[src/sv/tws_pkg.sv]
// Package for the three-wire serial master: pin phase codes, state and
// transaction types, and the packed BCD to binary conversion.
// No dependencies.
`timescale 1ns / 1ps

package tws_pkg;

    localparam int PHASE_W = 4;

    // Pin phase codes
    localparam logic [PHASE_W-1:0] PH_IDLE    = 4'd0;
    localparam logic [PHASE_W-1:0] PH_EN_LOW  = 4'd1;
    localparam logic [PHASE_W-1:0] PH_EN_HIGH = 4'd2;
    localparam logic [PHASE_W-1:0] PH_ADDR_LO = 4'd3;
    localparam logic [PHASE_W-1:0] PH_ADDR_HI = 4'd4;
    localparam logic [PHASE_W-1:0] PH_WR_LO   = 4'd5;
    localparam logic [PHASE_W-1:0] PH_WR_HI   = 4'd6;
    localparam logic [PHASE_W-1:0] PH_RD_LO   = 4'd7;
    localparam logic [PHASE_W-1:0] PH_RD_HI   = 4'd8;
    localparam logic [PHASE_W-1:0] PH_END_EN  = 4'd9;
    localparam logic [PHASE_W-1:0] PH_END_CLO = 4'd10;
    localparam logic [PHASE_W-1:0] PH_END_CHI = 4'd11;
    localparam logic [PHASE_W-1:0] PH_END_D0  = 4'd12;
    localparam logic [PHASE_W-1:0] PH_END_D1  = 4'd13;

    localparam logic [2:0] LAST_BIT = 3'd7;

    // Register addresses
    localparam logic REG_BCD = 1'b0;

    typedef struct packed {
        logic [PHASE_W-1:0] phase;
        logic [2:0]         bit_count;
        logic [7:0]         shift_out;
        logic [7:0]         shift_in;
        logic [7:0]         data_latch;
        logic               is_read;
    } t_state;

    typedef struct packed {
        logic       start_req;
        logic       func;
        logic [7:0] address;
        logic [7:0] write_data;
        logic       data_pin_in;
    } t_item;

    typedef struct packed {
        logic       enable_pin;
        logic       clock_pin;
        logic       data_pin_out;
        logic       data_drive;
        logic       busy_res;
        logic       done_res;
        logic [7:0] read_byte;
    } t_result;

    // Packed BCD to binary: high nibble times ten plus low nibble
    function automatic logic [7:0] bcd_to_bin(input logic [7:0] b);
        logic [7:0] hi;
        hi = {4'b0000, b[7:4]};
        return (hi << 3) + (hi << 1) + {4'b0000, b[3:0]};
    endfunction

endpackage

[src/sv/tws_step.sv]
// Next-state and pin logic for one tick of the three-wire serial master.
// Depends on tws_pkg.
`timescale 1ns / 1ps

module tws_step
    import tws_pkg::*;
(
    input  t_state  i_cur,
    input  t_item   i_item,
    input  logic    i_bcd,
    output t_state  o_nxt,
    output t_result o_res
);

    t_state s;

    // Latch operands on a start request while idle
    always_comb begin
        s = i_cur;
        if (i_cur.phase == PH_IDLE || i_cur.phase > PH_END_D1) begin
            if (i_item.start_req) begin
                s.is_read    = i_item.func;
                s.shift_out  = i_item.address;
                s.data_latch = i_item.write_data;
                s.shift_in   = 8'h00;
                s.bit_count  = 3'd0;
                s.phase      = PH_EN_LOW;
            end else begin
                s.phase = PH_IDLE;
            end
        end
    end

    // Drive pins for the current phase and pick the next one
    always_comb begin
        o_nxt       = s;
        o_nxt.phase = PH_IDLE;
        o_res       = '0;
        o_res.busy_res = 1'b1;
        case (s.phase)
            PH_EN_LOW: begin
                o_nxt.phase = PH_EN_HIGH;
            end
            PH_EN_HIGH: begin
                o_res.enable_pin = 1'b1;
                o_nxt.phase      = PH_ADDR_LO;
            end
            PH_ADDR_LO, PH_WR_LO: begin
                o_res.enable_pin   = 1'b1;
                o_res.data_drive   = 1'b1;
                o_res.data_pin_out = s.shift_out[0];
                o_nxt.phase        = s.phase + 4'd1;
            end
            PH_ADDR_HI, PH_WR_HI: begin
                o_res.enable_pin   = 1'b1;
                o_res.clock_pin    = 1'b1;
                o_res.data_drive   = 1'b1;
                o_res.data_pin_out = s.shift_out[0];
                o_nxt.shift_out    = s.shift_out >> 1;
                if (s.bit_count == LAST_BIT) begin
                    o_nxt.bit_count = 3'd0;
                    if (s.phase == PH_WR_HI) begin
                        o_nxt.phase = PH_END_EN;
                    end else if (s.is_read) begin
                        o_nxt.phase = PH_RD_LO;
                    end else begin
                        o_nxt.shift_out = s.data_latch;
                        o_nxt.phase     = PH_WR_LO;
                    end
                end else begin
                    o_nxt.bit_count = s.bit_count + 3'd1;
                    o_nxt.phase     = s.phase - 4'd1;
                end
            end
            PH_RD_LO: begin
                o_res.enable_pin = 1'b1;
                o_nxt.shift_in   = {i_item.data_pin_in, s.shift_in[7:1]};
                o_nxt.phase      = PH_RD_HI;
            end
            PH_RD_HI: begin
                o_res.enable_pin = 1'b1;
                o_res.clock_pin  = 1'b1;
                if (s.bit_count == LAST_BIT) begin
                    o_nxt.bit_count = 3'd0;
                    o_nxt.phase     = PH_END_EN;
                end else begin
                    o_nxt.bit_count = s.bit_count + 3'd1;
                    o_nxt.phase     = PH_RD_LO;
                end
            end
            PH_END_EN: begin
                o_res.clock_pin = 1'b1;
                if (s.is_read) begin
                    o_nxt.phase = PH_END_CLO;
                end else begin
                    o_res.done_res = 1'b1;
                end
            end
            PH_END_CLO: begin
                o_nxt.phase = PH_END_CHI;
            end
            PH_END_CHI: begin
                o_res.clock_pin = 1'b1;
                o_nxt.phase     = PH_END_D0;
            end
            PH_END_D0: begin
                o_res.clock_pin  = 1'b1;
                o_res.data_drive = 1'b1;
                o_nxt.phase      = PH_END_D1;
            end
            PH_END_D1: begin
                o_res.clock_pin    = 1'b1;
                o_res.data_drive   = 1'b1;
                o_res.data_pin_out = 1'b1;
                o_res.done_res     = 1'b1;
                o_res.read_byte    = i_bcd ? bcd_to_bin(s.shift_in) : s.shift_in;
            end
            default: begin
                o_res.busy_res = 1'b0;
            end
        endcase
    end

endmodule

[src/sv/three_wire_serial_master.sv]
// Three-wire serial master: each tick drives one pin phase of the bus.
// A tick's pin levels pass through the input register, then the result register, before
// they appear on the outputs. Throughput: one tick per cycle while the receiver does not stall;
// the step logic between the two registers is a single pass.
// Reset (synchronous, active low) empties both registers, returns the bus to
// idle and clears the BCD conversion enable.
`timescale 1ns / 1ps

module three_wire_serial_master
    import tws_pkg::*;
(
    input  logic        i_clk,
    input  logic        i_rst_n,
    // tick channel
    input  logic        i_in_valid,
    output logic        o_in_ready,
    input  logic        i_start_req,
    input  logic        i_func,
    input  logic [7:0]  i_address,
    input  logic [7:0]  i_write_data,
    input  logic        i_data_pin_in,
    // pin level channel
    output logic        o_out_valid,
    input  logic        i_out_ready,
    output logic        o_enable_pin,
    output logic        o_clock_pin,
    output logic        o_data_pin_out,
    output logic        o_data_drive,
    output logic        o_busy_res,
    output logic        o_done_res,
    output logic [7:0]  o_read_byte,
    // configuration port
    input  logic        psel,
    input  logic        penable,
    input  logic        pwrite,
    input  logic [2:0]  paddr,
    input  logic [31:0] pwdata,
    output logic [31:0] prdata,
    output logic        pready
);

    logic    r_in_valid;
    t_item   r_item;
    logic    r_out_valid;
    t_result r_res;
    t_state  r_state;
    t_state  n_state;
    t_result n_res;
    logic    r_bcd;
    logic    consume;

    // Configuration register
    assign pready = 1'b1;
    assign prdata = (paddr[2] == REG_BCD) ? {31'd0, r_bcd} : 32'd0;

    always_ff @(posedge i_clk) begin
        if (!i_rst_n) begin
            r_bcd <= 1'b0;
        end else if (psel && penable && pwrite && paddr[2] == REG_BCD) begin
            r_bcd <= pwdata[0];
        end
    end

    // Step a tick when the result register is free or being drained
    assign consume    = r_in_valid && (!r_out_valid || i_out_ready);
    assign o_in_ready = !r_in_valid || consume;

    tws_step u_step (
        .i_cur  (r_state),
        .i_item (r_item),
        .i_bcd  (r_bcd),
        .o_nxt  (n_state),
        .o_res  (n_res)
    );

    // Input register
    always_ff @(posedge i_clk) begin
        if (!i_rst_n) begin
            r_in_valid <= 1'b0;
        end else if (o_in_ready) begin
            r_in_valid <= i_in_valid;
        end
    end

    always_ff @(posedge i_clk) begin
        if (o_in_ready && i_in_valid) begin
            r_item <= '{start_req: i_start_req, func: i_func, address: i_address,
                        write_data: i_write_data, data_pin_in: i_data_pin_in};
        end
    end

    // Bus state advances once per stepped tick
    always_ff @(posedge i_clk) begin
        if (!i_rst_n) begin
            r_state <= '0;
        end else if (consume) begin
            r_state <= n_state;
        end
    end

    // Result register
    always_ff @(posedge i_clk) begin
        if (!i_rst_n) begin
            r_out_valid <= 1'b0;
        end else if (consume) begin
            r_out_valid <= 1'b1;
        end else if (i_out_ready) begin
            r_out_valid <= 1'b0;
        end
    end

    always_ff @(posedge i_clk) begin
        if (consume) begin
            r_res <= n_res;
        end
    end

    assign o_out_valid    = r_out_valid;
    assign o_enable_pin   = r_res.enable_pin;
    assign o_clock_pin    = r_res.clock_pin;
    assign o_data_pin_out = r_res.data_pin_out;
    assign o_data_drive   = r_res.data_drive;
    assign o_busy_res     = r_res.busy_res;
    assign o_done_res     = r_res.done_res;
    assign o_read_byte    = r_res.read_byte;

    // Checks
    a_done_busy: assert property (@(posedge i_clk) disable iff (!i_rst_n)
        o_out_valid && o_done_res |-> o_busy_res)
        else $error("done without busy");

    a_rbyte_done: assert property (@(posedge i_clk) disable iff (!i_rst_n)
        o_out_valid && !o_done_res |-> o_read_byte == 8'h00)
        else $error("read byte outside done tick");

    a_phase_range: assert property (@(posedge i_clk) disable iff (!i_rst_n)
        r_state.phase <= PH_END_D1)
        else $error("phase code out of range");

    a_done_idle: assert property (@(posedge i_clk) disable iff (!i_rst_n)
        consume && n_res.done_res |=> r_state.phase == PH_IDLE)
        else $error("bus not idle after done");

    a_release_low: assert property (@(posedge i_clk) disable iff (!i_rst_n)
        o_out_valid && !o_data_drive |-> !o_data_pin_out)
        else $error("data level while released");

endmodule

[config.mk]
export PLATFORM = sky130hd
export DESIGN_NAME = three_wire_serial_master
export DESIGN_NICKNAME = d
export VERILOG_FILES = /design/src/sv/tws_pkg.sv /design/src/sv/tws_step.sv /design/src/sv/three_wire_serial_master.sv
export SDC_FILE = /design/constraint.sdc
export NUM_CORES = 1
export LEC_CHECK = 0
export ABC_AREA = 1
export BUFFER_PORTS_ARGS = -buffer_cell sky130_fd_sc_hd__buf_2
export CORE_UTILIZATION = 53
export CTS_BUF_LIST = sky130_fd_sc_hd__clkbuf_16
export DETAILED_ROUTE_END_ITERATION = 6
export PLACE_DENSITY = 0.88
export REMOVE_ABC_BUFFERS = 1
export SLEW_MARGIN = 0
export SYNTH_ARGS = -nofsm -noshare
export SYNTH_HDL_FRONTEND = slang
export SYNTH_SLANG_ARGS = --single-unit
[constraint.sdc]
create_clock -name i_clk -period 4 [get_ports i_clk]
set_input_delay 0.4 -clock i_clk [delete_from_list [all_inputs] [get_ports i_clk]]
set_output_delay 0.4 -clock i_clk [all_outputs]
set_load 0.01 [all_outputs]
# Yosys cells after proc, flatten, opt, wreduce, memory -nomap -nowiden
# Index checks and enable logic that the tools add are counted.
# classes
addsub	5
order_cmp	1
eq_ne	14
mux	26
bitwise_logic	1
reduce_logical	19
# op_table
op	count
8-bit 2-to-1 mux	6
4-bit case mux with 10 select lines	1
32-bit 2-to-1 mux	1
28-bit 2-to-1 mux	1
4-bit == test, second input constant	6
4-bit by 3-bit == test with 1-bit output, second input constant	4
7-bit 2-to-1 mux	2
7-bit OR reduction	2
13-bit OR reduction	1
1-bit 2-to-1 mux	9
7-bit by 5-bit adder with 8-bit output	1
8-bit by 4-bit adder with 8-bit output	1
4-bit by 2-bit == test with 1-bit output, second input constant	2
4-bit 2-to-1 mux	2
3-bit case mux with 2 select lines	1
6-bit OR reduction	1
1-bit logical AND	5
4-bit by 1-bit adder with 4-bit output, second input constant	1
4-bit by 1-bit == test with 1-bit output, second input constant	1
4-bit greater-than comparator, second input constant	1
4-bit logical NOT	1
1-bit case mux with 2 select lines	2
2-bit OR reduction	2
4-bit OR reduction	1
other kinds (8)	11
# totals
ff_bits	68
word_cells	87

# Depth between registers and ports, before layout
# Gate-level depths: netlist of the first run.
# logic_depth
depth_word	7
depth_mapped	19
ltp_nobuf	18

# Modules after synthesis
# A second synthesis of the first run with hierarchy kept.
# unflattened
hier_cells	666
hier_area_um2	4546.9
# by_module_without_submodules
mod	instances	cells_per_inst	area_per_inst_um2
three_wire_serial_master	1	297	2756.4
tws_step	1	369	1790.5

# Worst setup path after synthesis of the first run
# Ideal clock, no wire load.
# synth_path
path_kind	register to register
start	register r_state[30] (netlist bit)
end	register r_res (netlist bit o_read_byte[6]) (data pin)
t_arrival_ns	2.649
t_required_ns	3.745
path_slack_ns	1.095
stages_incl_launch_ff	19
path_buffers	2
period_less_slack_ns	2.905
cell_sequence	dfxtp_1 buf_6 inv_4 nand2_2 nand2_4 inv_2 nor2_4 nand2_2 buf_6 nand2_1 inv_1 fa_1 inv_1 fa_1 nor2_1 a211oi_1 xor2_1 o21ai_0 inv_1
# synth_via
elab_chain_cells	6
# synth_rtl
item	line	rtl
from (decl)	three_wire_serial_master.sv:46	t_state r_state;
from (signal assigned)	three_wire_serial_master.sv:97	r_state <= n_state;
4-bit greater-than comparator / 4-bit logical NOT (equally long branches)	tws_step.sv:20	if (i_cur.phase == PH_IDLE || i_cur.phase > PH_END_D1) begin
1-bit logical OR	tws_step.sv:20	
32-bit 2-to-1 mux (*)	tws_step.sv:20	
7-bit by 5-bit adder with 8-bit output	tws_pkg.sv:62	return (hi << 3) + (hi << 1) + {4'b0000, b[3:0]};
8-bit by 4-bit adder with 8-bit output	tws_pkg.sv:62	
8-bit 2-to-1 mux	tws_step.sv:116	o_res.read_byte = i_bcd ? bcd_to_bin(s.shift_in) : s.shift_in;
to (signal assigned)	three_wire_serial_master.sv:114	r_res <= n_res;
to (decl)	three_wire_serial_master.sv:45	t_result r_res;
# Mark *: on every way between the ends. The rest lies on a longest branch, timed or not.
# A chain may end at the register's enable or synchronous reset.

# Worst setup path after layout of the first run
# Ends and elaborated chain as after synthesis.

==> results of run 1 <==
flip-flops by register name, indices dropped and copies added (netlist names):
| signal | count |
|---|---|
| o_busy_res | 1 |
| r_bcd | 1 |
| o_enable_pin | 1 |
| o_data_drive | 1 |
| r_item | 19 |
| o_read_byte | 8 |
| o_done_res | 1 |
| r_in_valid | 1 |
| o_data_pin_out | 1 |
| o_out_valid | 1 |
| o_clock_pin | 1 |
| r_state | 32 |
cell usage in the layout (no fill, tap or decap), types with 4 or more instances in the layout:
| master | count |
|---|---|
| inv_1 | 80 |
| o21ai_2 | 7 |
| buf_4 | 4 |
| o21ai_0 | 42 |
| inv_2 | 4 |
| conb_1 | 32 |
| clkbuf_16 | 9 |
| nor2_1 | 26 |
| a21oi_1 | 44 |
| nand3_1 | 9 |
| o221ai_1 | 4 |
| o211ai_1 | 14 |
| nand2_4 | 4 |
| buf_2 | 44 |
| dfxtp_1 | 35 |
| ha_1 | 14 |
| o21ai_1 | 5 |
| nand2_1 | 78 |
| edfxtp_1 | 33 |
| nand2_2 | 5 |
critical path, cell delays in order, from the launching register on:
cell and delay [ns]:
dfxtp_1 0.54, inv_4 0.06, nand2_2 0.12, nand2_4 0.08, clkinv_4 0.07, nand2_8 0.07
nor2_8 0.29, nor2_1 0.17, fa_1 0.58, inv_1 0.07, fa_1 0.47, nor2_1 0.13
a211oi_1 0.07, xor2_1 0.16, o21ai_0 0.14, inv_1 0.05
layer usage:
metal / GRT usage / wire, um / vias up
met1: 0.225 / 3100 / 1417
met3: 0.0560 / 485 / 10
met2: 0.376 / 3670 / 112
met4: 0.0821 / 113 / 0
li1: - / - / 1613
met5: 0 / 0 / -
stage by stage:
step / utilization / setup slack, ns / instance area (um^2) / power [uW]
2_1_floorplan: - / 0.948 / 3760 / 927
3_3_place_gp: 0.570 / 0.777 / 4130 / 974
3_5_place_dp: 0.570 / 0.676 / 4130 / 983
4_1_cts: 0.609 / 0.671 / 4420 / 1730
5_1_grt: 0.609 / 0.370 / 4420 / 1790
6_report: 0.609 / 0.672 / 4420 / 1720
power by group through the flow:
stage	clock, uW	sequential, uW	combinational, uW
after floorplan	0	800	127
after global placement	0	797	176
after detailed placement	0	799	184
after CTS	761	785	186
after global routing	787	788	213
final	748	785	187
worst max path at each step:
stage                     slack [ns]                      endpoint                     start
after floorplan                 0.95  o_read_byte[6]$_SDFFCE_PN0P_  r_state[30]$_SDFFE_PN0P_
after global placement          0.78  o_read_byte[6]$_SDFFCE_PN0P_  r_state[30]$_SDFFE_PN0P_
after detailed placement        0.68  o_read_byte[6]$_SDFFCE_PN0P_  r_state[30]$_SDFFE_PN0P_
after CTS                       0.67  o_read_byte[6]$_SDFFCE_PN0P_  r_state[30]$_SDFFE_PN0P_
after global routing            0.37  o_read_byte[6]$_SDFFCE_PN0P_  r_state[30]$_SDFFE_PN0P_
final                           0.67  o_read_byte[6]$_SDFFCE_PN0P_  r_state[30]$_SDFFE_PN0P_
logic make-up (layout without fill, tap and decap cells):
logic type               count (synthesis)  after routing  synth area share
flip-flops                              68             68             0.423
AND/OR/NAND/NOR                        139            139             0.167
other                                    2             32           0.00188
buffers and inverters                  134            148             0.169
adder cells (fa/ha/maj)                 16             16            0.0538
AO/OA/AOI/OAI                          125            125             0.181
XOR/XNOR                                 2              2           0.00438
cell type report:
cell class | instances | area, um^2 | area share
well taps | 99 | 124 | 0.0280
flip-flops and latches | 68 | 1690 | 0.383
repair buffers | 48 | 250 | 0.0566
clock buffers | 9 | 225 | 0.0510
multi-input cells | 314 | 1740 | 0.395
inverters | 84 | 323 | 0.0731
clock inverters | 7 | 60.1 | 0.0136
==> results.json, run 1 <==
{
  "syn_area_mm2": 0.00400,
  "hp-start": "i_start_req",
  "p_per_area_mw_per_mm2": 389,
  "maxSlewViolCount": 0,
  "cts_made_buffers": 9,
  "leakage_uw": 0.00212,
  "synth_top_area_cell": "edfxtp_1",
  "final-hold-violation-count": 0,
  "status": "complete, no violations",
  "cp.required_ns": 4.08,
  "cts_max_level": 3,
  "die_w_um": 88.9,
  "grt_pass1_vias": 2928,
  "clock_power_share": 0.435,
  "worst_slew_pin_slew_ns": 0.768,
  "start_util": 0.551,
  "via_count": 3152,
  "hold_slack_ns": 0.244,
  "grt_pass1_wl_um": 12200,
  "ys_warn_count": 0,
  "post-cts-setup-buffers": 0,
  "whs_endpoint": "r_item[18]$_DFFE_PP_",
  "routed_via_density": 5.01,
  "intPower_uw": 1310,
  "finalSetupViolCount": 0,
  "drc": 0,
  "synth.area.top_cells": "edfxtp_1 (25%), dfxtp_1 (18%), inv_1 (7.3%)",
  "cts_tree": "yes",
  "synth-seq-cells": 68,
  "async_flop_share": 0,
  "antenna_cells": 0,
  "grt_usage": 0.206,
  "fill_cells": 619,
  "clockBufferDepth": 2,
  "drive_above_1_share": 0.172,
  "cp_max_fo": 23,
  "netSwitchingFraction": 0.241,
  "holdPathStages": 1,
  "maxCapViolCount": 0,
  "startpoint_type": "flop",
  "syn2layout_area_growth_pct": 10.5,
  "die_height_um": 88.9,
  "synth_top_area_share": 0.248,
  "hold_buffers": 0,
  "io_buffers": 44,
  "ys_seq_area_frac": 0.423,
  "root_buffer": "clkbuf_16",
  "overflow": 0,
  "hpwl_um": 5260,
  "antenna_left": 0,
  "crit_type": "flop to flop",
  "drt-initial-drc-count": 199,
  "slew_headroom": 0.487,
  "end_kind": "flop",
  "finClkSkew_ns": 0.00910,
  "clk_pin_slew_ns": 0.06,
  "period_share": 0.832,
  "r2r-start": "r_state[30]$_SDFFE_PN0P_",
  "ir_drop_v": 0.000335,
  "synth_top_flop_cell": "dfxtp_1",
  "min_period_ns": 3.33,
  "synth_top_cells_by_count": "inv_1 (78), nand2_1 (78), a21oi_1 (44)",
  "ys_types": 44,
  "grt_max_degree": 34,
  "io_pins": 110,
  "rows": 31,
  "place.gp.congestion": 0.906,
  "switchingPower_uw": 414,
  "ctsResizeCount": 0,
  "antenna_found_initial": 0,
  "place_inst": 613,
  "timing.reg2reg.setup_slack_ns": 0.67,
  "max_clock_freq_mhz": 300,
  "synth_cells": 486,
  "finalSetupTns_ns": 0,
  "dieArea_mm2": 0.00789,
  "p_seq_frac": 0.457,
  "critPathArrivalTime_ns": 3.41,
  "rsz0062_at_grt": "no",
  "routedWlPerCell_um": 11.7,
  "final_cells": 629,
  "rr_endpoint": "o_read_byte[6]$_SDFFCE_PN0P_",
  "clkLatencyLatePin_ns": 0.33,
  "avgSynthCellArea_um2": 8.23,
  "clock_sinks": 68,
  "pwr-share-comb": 0.108,
  "reg2reg_depth": 15,
  "synth_edf_count": 33,
  "hold_class": "input pin to flop",
  "placeableCoreArea_mm2": 0.00725,
  "fin_nets": 602,
  "drt-total-wl_um": 7370,
  "dr.pass1.iters": 4
}
Note: power is estimated with default switching activity, not from simulation.
==> inputs of run 2 (changes only) <==
--- a/config.mk
+++ b/config.mk
@@ -7,10 +7,10 @@
 export LEC_CHECK = 0
 export ABC_AREA = 1
 export BUFFER_PORTS_ARGS = -buffer_cell sky130_fd_sc_hd__buf_2
-export CORE_UTILIZATION = 53
+export CORE_UTILIZATION = 48
 export CTS_BUF_LIST = sky130_fd_sc_hd__clkbuf_16
 export DETAILED_ROUTE_END_ITERATION = 6
-export PLACE_DENSITY = 0.88
+export PLACE_DENSITY = 0.84
 export REMOVE_ABC_BUFFERS = 1
 export SLEW_MARGIN = 0
 export SYNTH_ARGS = -nofsm -noshare
==> constraint.sdc (replaced) <==
create_clock -name i_clk -period 2.8 [get_ports i_clk]
set_input_delay 0.28 -clock i_clk [delete_from_list [all_inputs] [get_ports i_clk]]
set_output_delay 0.28 -clock i_clk [all_outputs]
set_load 0.01 [all_outputs]
==> results.json, run 2 (same netlist as run 1, synthesis figures left out) <==
{
  "die_w_um": 93.3,
  "start_util": 0.507,
  "multi_input_area_mm2": 0.00182,
  "antenna_cells": 0,
  "grt_pass1_vias": 3044,
  "dieArea_mm2": 0.00870,
  "cp_num_buf_inv": 5,
  "crit_type": "flop to flop",
  "cpMaxStageDelayCell": "fa_1",
  "dr.pass1.iters": 5,
  "status": "complete, no violations",
  "hold_buffers": 0,
  "pre_cts_slack_ns": -0.0564,
  "drt-initial-drc-count": 161,
  "place.gp.congestion": 0.886,
  "io_buffers": 44,
  "holdPathStages": 1,
  "finalSetupViolCount": 0,
  "cts_made_buffers": 9,
  "final-hold-violation-count": 0,
  "via_count": 3343,
  "io_pins": 110,
  "top_register": "r_state",
  "leakage_uw": 0.00223,
  "slowest_delay_ns": 0.57,
  "startpoint_type": "flop",
  "drt-total-wl_um": 8020,
  "clkLatencyLatePin_ns": 0.33,
  "routedWlPerCell_um": 12.3,
  "rr_endpoint": "o_read_byte[6]$_SDFFCE_PN0P_",
  "root_buffer": "clkbuf_16",
  "hpwl_um": 5730,
  "rows": 32,
  "max_clock_freq_mhz": 371,
  "crit_path_cell_trace": "inv_2 > nand2_2 > nand2_4 > inv_2 > nor2_4 > nand2_4 > nand2_2 > inv_2 > fa_1 > inv_1 > fa_2 > nor2_2 > a211oi_2 > xor2_1 > o21ai_1 > inv_1",
  "p_per_area_mw_per_mm2": 513,
  "drive_above_1_share": 0.236,
  "path_common_cell": "inv_2",
  "end_kind": "flop",
  "hold_slack_ns": 0.120,
  "cts_tree": "yes",
  "largest_reg_flops": 32,
  "clockBufferDepth": 2,
  "timing.reg2reg.setup_slack_ns": 0.11,
  "critical_path.top_delay_family": "adder cells",
  "overflow": 0,
  "critPathArrivalTime_ns": 2.78,
  "grt_usage": 0.197,
  "ir_drop_v": 0.000422,
  "period_share": 0.962,
  "maxCapViolCount": 0,
  "crit_start": "r_state[28]$_SDFFE_PN0P_",
  "finClkSkew_ns": 0.00738,
  "antenna_left": 0,
  "drc": 0,
  "clock_sinks": 68,
  "fill_cells": 672,
  "endpoint": "o_read_byte[6]$_SDFFCE_PN0P_",
  "placeableCoreArea_mm2": 0.00789,
  "maxSlewViolCount": 0,
  "rsz0062_at_grt": "yes",
  "routed_via_density": 5.11,
  "finalWorstSetupSlack_ns": 0.106,
  "slew_headroom": 0.383,
  "syn2layout_area_growth_pct": 16.4,
  "clk_pin_slew_ns": 0.06,
  "min_period_ns": 2.69,
  "hold_class": "input pin to flop",
  "reg2reg_depth": 16,
  "die_height_um": 93.3,
  "seq_area_mm2": 0.00170,
  "antenna_found_initial": 0,
  "r2r-start": "r_state[28]$_SDFFE_PN0P_",
  "worst_slew_pin_slew_ns": 0.925,
  "cp.depth": 16,
  "cts_max_level": 3,
  "grt_max_degree": 33,
  "final_common_cell": "inv_1",
  "fin_nets": 624,
  "cp_max_fo": 3,
  "final_cell_mix": "inv_1 (80), nand2_1 (76), buf_2 (44), a21oi_1 (43), o21ai_0 (40)",
  "cp.required_ns": 2.88,
  "grt_pass1_wl_um": 13400
}
-- run 2: routing by layer --
layer | vias to the layer above | routed length, um | global-route usage
li1 | 1665 | - | -
met1 | 1512 | 3370 | 0.229
met2 | 149 | 4030 | 0.347
met3 | 17 | 482 | 0.0545
met4 | 0 | 134 | 0.0667
met5 | - | 0 | 0
-- run 2: final cells by class --
class                           instances  share of cell area
Clock buffer                            9              0.0484
Multi-Input combinational cell        314               0.390
Timing Repair Buffer                   70              0.0928
Clock inverter                          7             0.00699
Sequential cell                        68               0.364
Tap cell                              102              0.0274
Inverter                               84              0.0699
-- run 2: repair_timing --
action	4_1_cts	5_1_grt
gates resized for setup	4	20
gates cloned	0	0
hold endpoints to repair	0	0
endpoints found under the setup margin	3	10
pin swaps	0	7
buffers inserted	0	3
-- run 2: power by group --
group / switching, uW / internal (uW) / total [uW]
clock: 390 / 581 / 971
combinational: 188 / 103 / 291
sequential: 20.9 / 1100 / 1120
total: 599 / 1790 / 2390
-- run 2: worst min path at each step --
stage                           to             from
2_1_floorplan  r_item[0]$_DFFE_PP_    i_data_pin_in
3_3_place_gp   r_item[4]$_DFFE_PP_  i_write_data[3]
3_5_place_dp   r_item[1]$_DFFE_PP_  i_write_data[0]
4_1_cts        r_item[1]$_DFFE_PP_  i_write_data[0]
5_1_grt        r_item[1]$_DFFE_PP_  i_write_data[0]
6_report       r_item[3]$_DFFE_PP_  i_write_data[2]
-- run 2: worst reg2reg max path: stages (launching register included) --
cell and delay, ns:
dfxtp_2 0.33, inv_2 0.06, nand2_2 0.07, nand2_4 0.10, inv_2 0.05, nor2_4 0.12
nand2_4 0.07, nand2_2 0.08, inv_2 0.05, fa_1 0.57, inv_1 0.07, fa_2 0.37
nor2_2 0.10, a211oi_2 0.05, xor2_1 0.17, o21ai_1 0.14, inv_1 0.05
-- run 2: stage by stage --
step	utilization	power (uW)	std cells	instance area [um^2]	setup TNS, ns
floorplan	-	1320	466	3760	-0.822
global placement	0.543	1400	635	4280	0
detailed placement	0.543	1420	635	4280	-0.0680
CTS	0.576	2390	651	4550	0
global route	0.590	2500	654	4650	-0.0439
finish	0.590	2390	654	4650	0
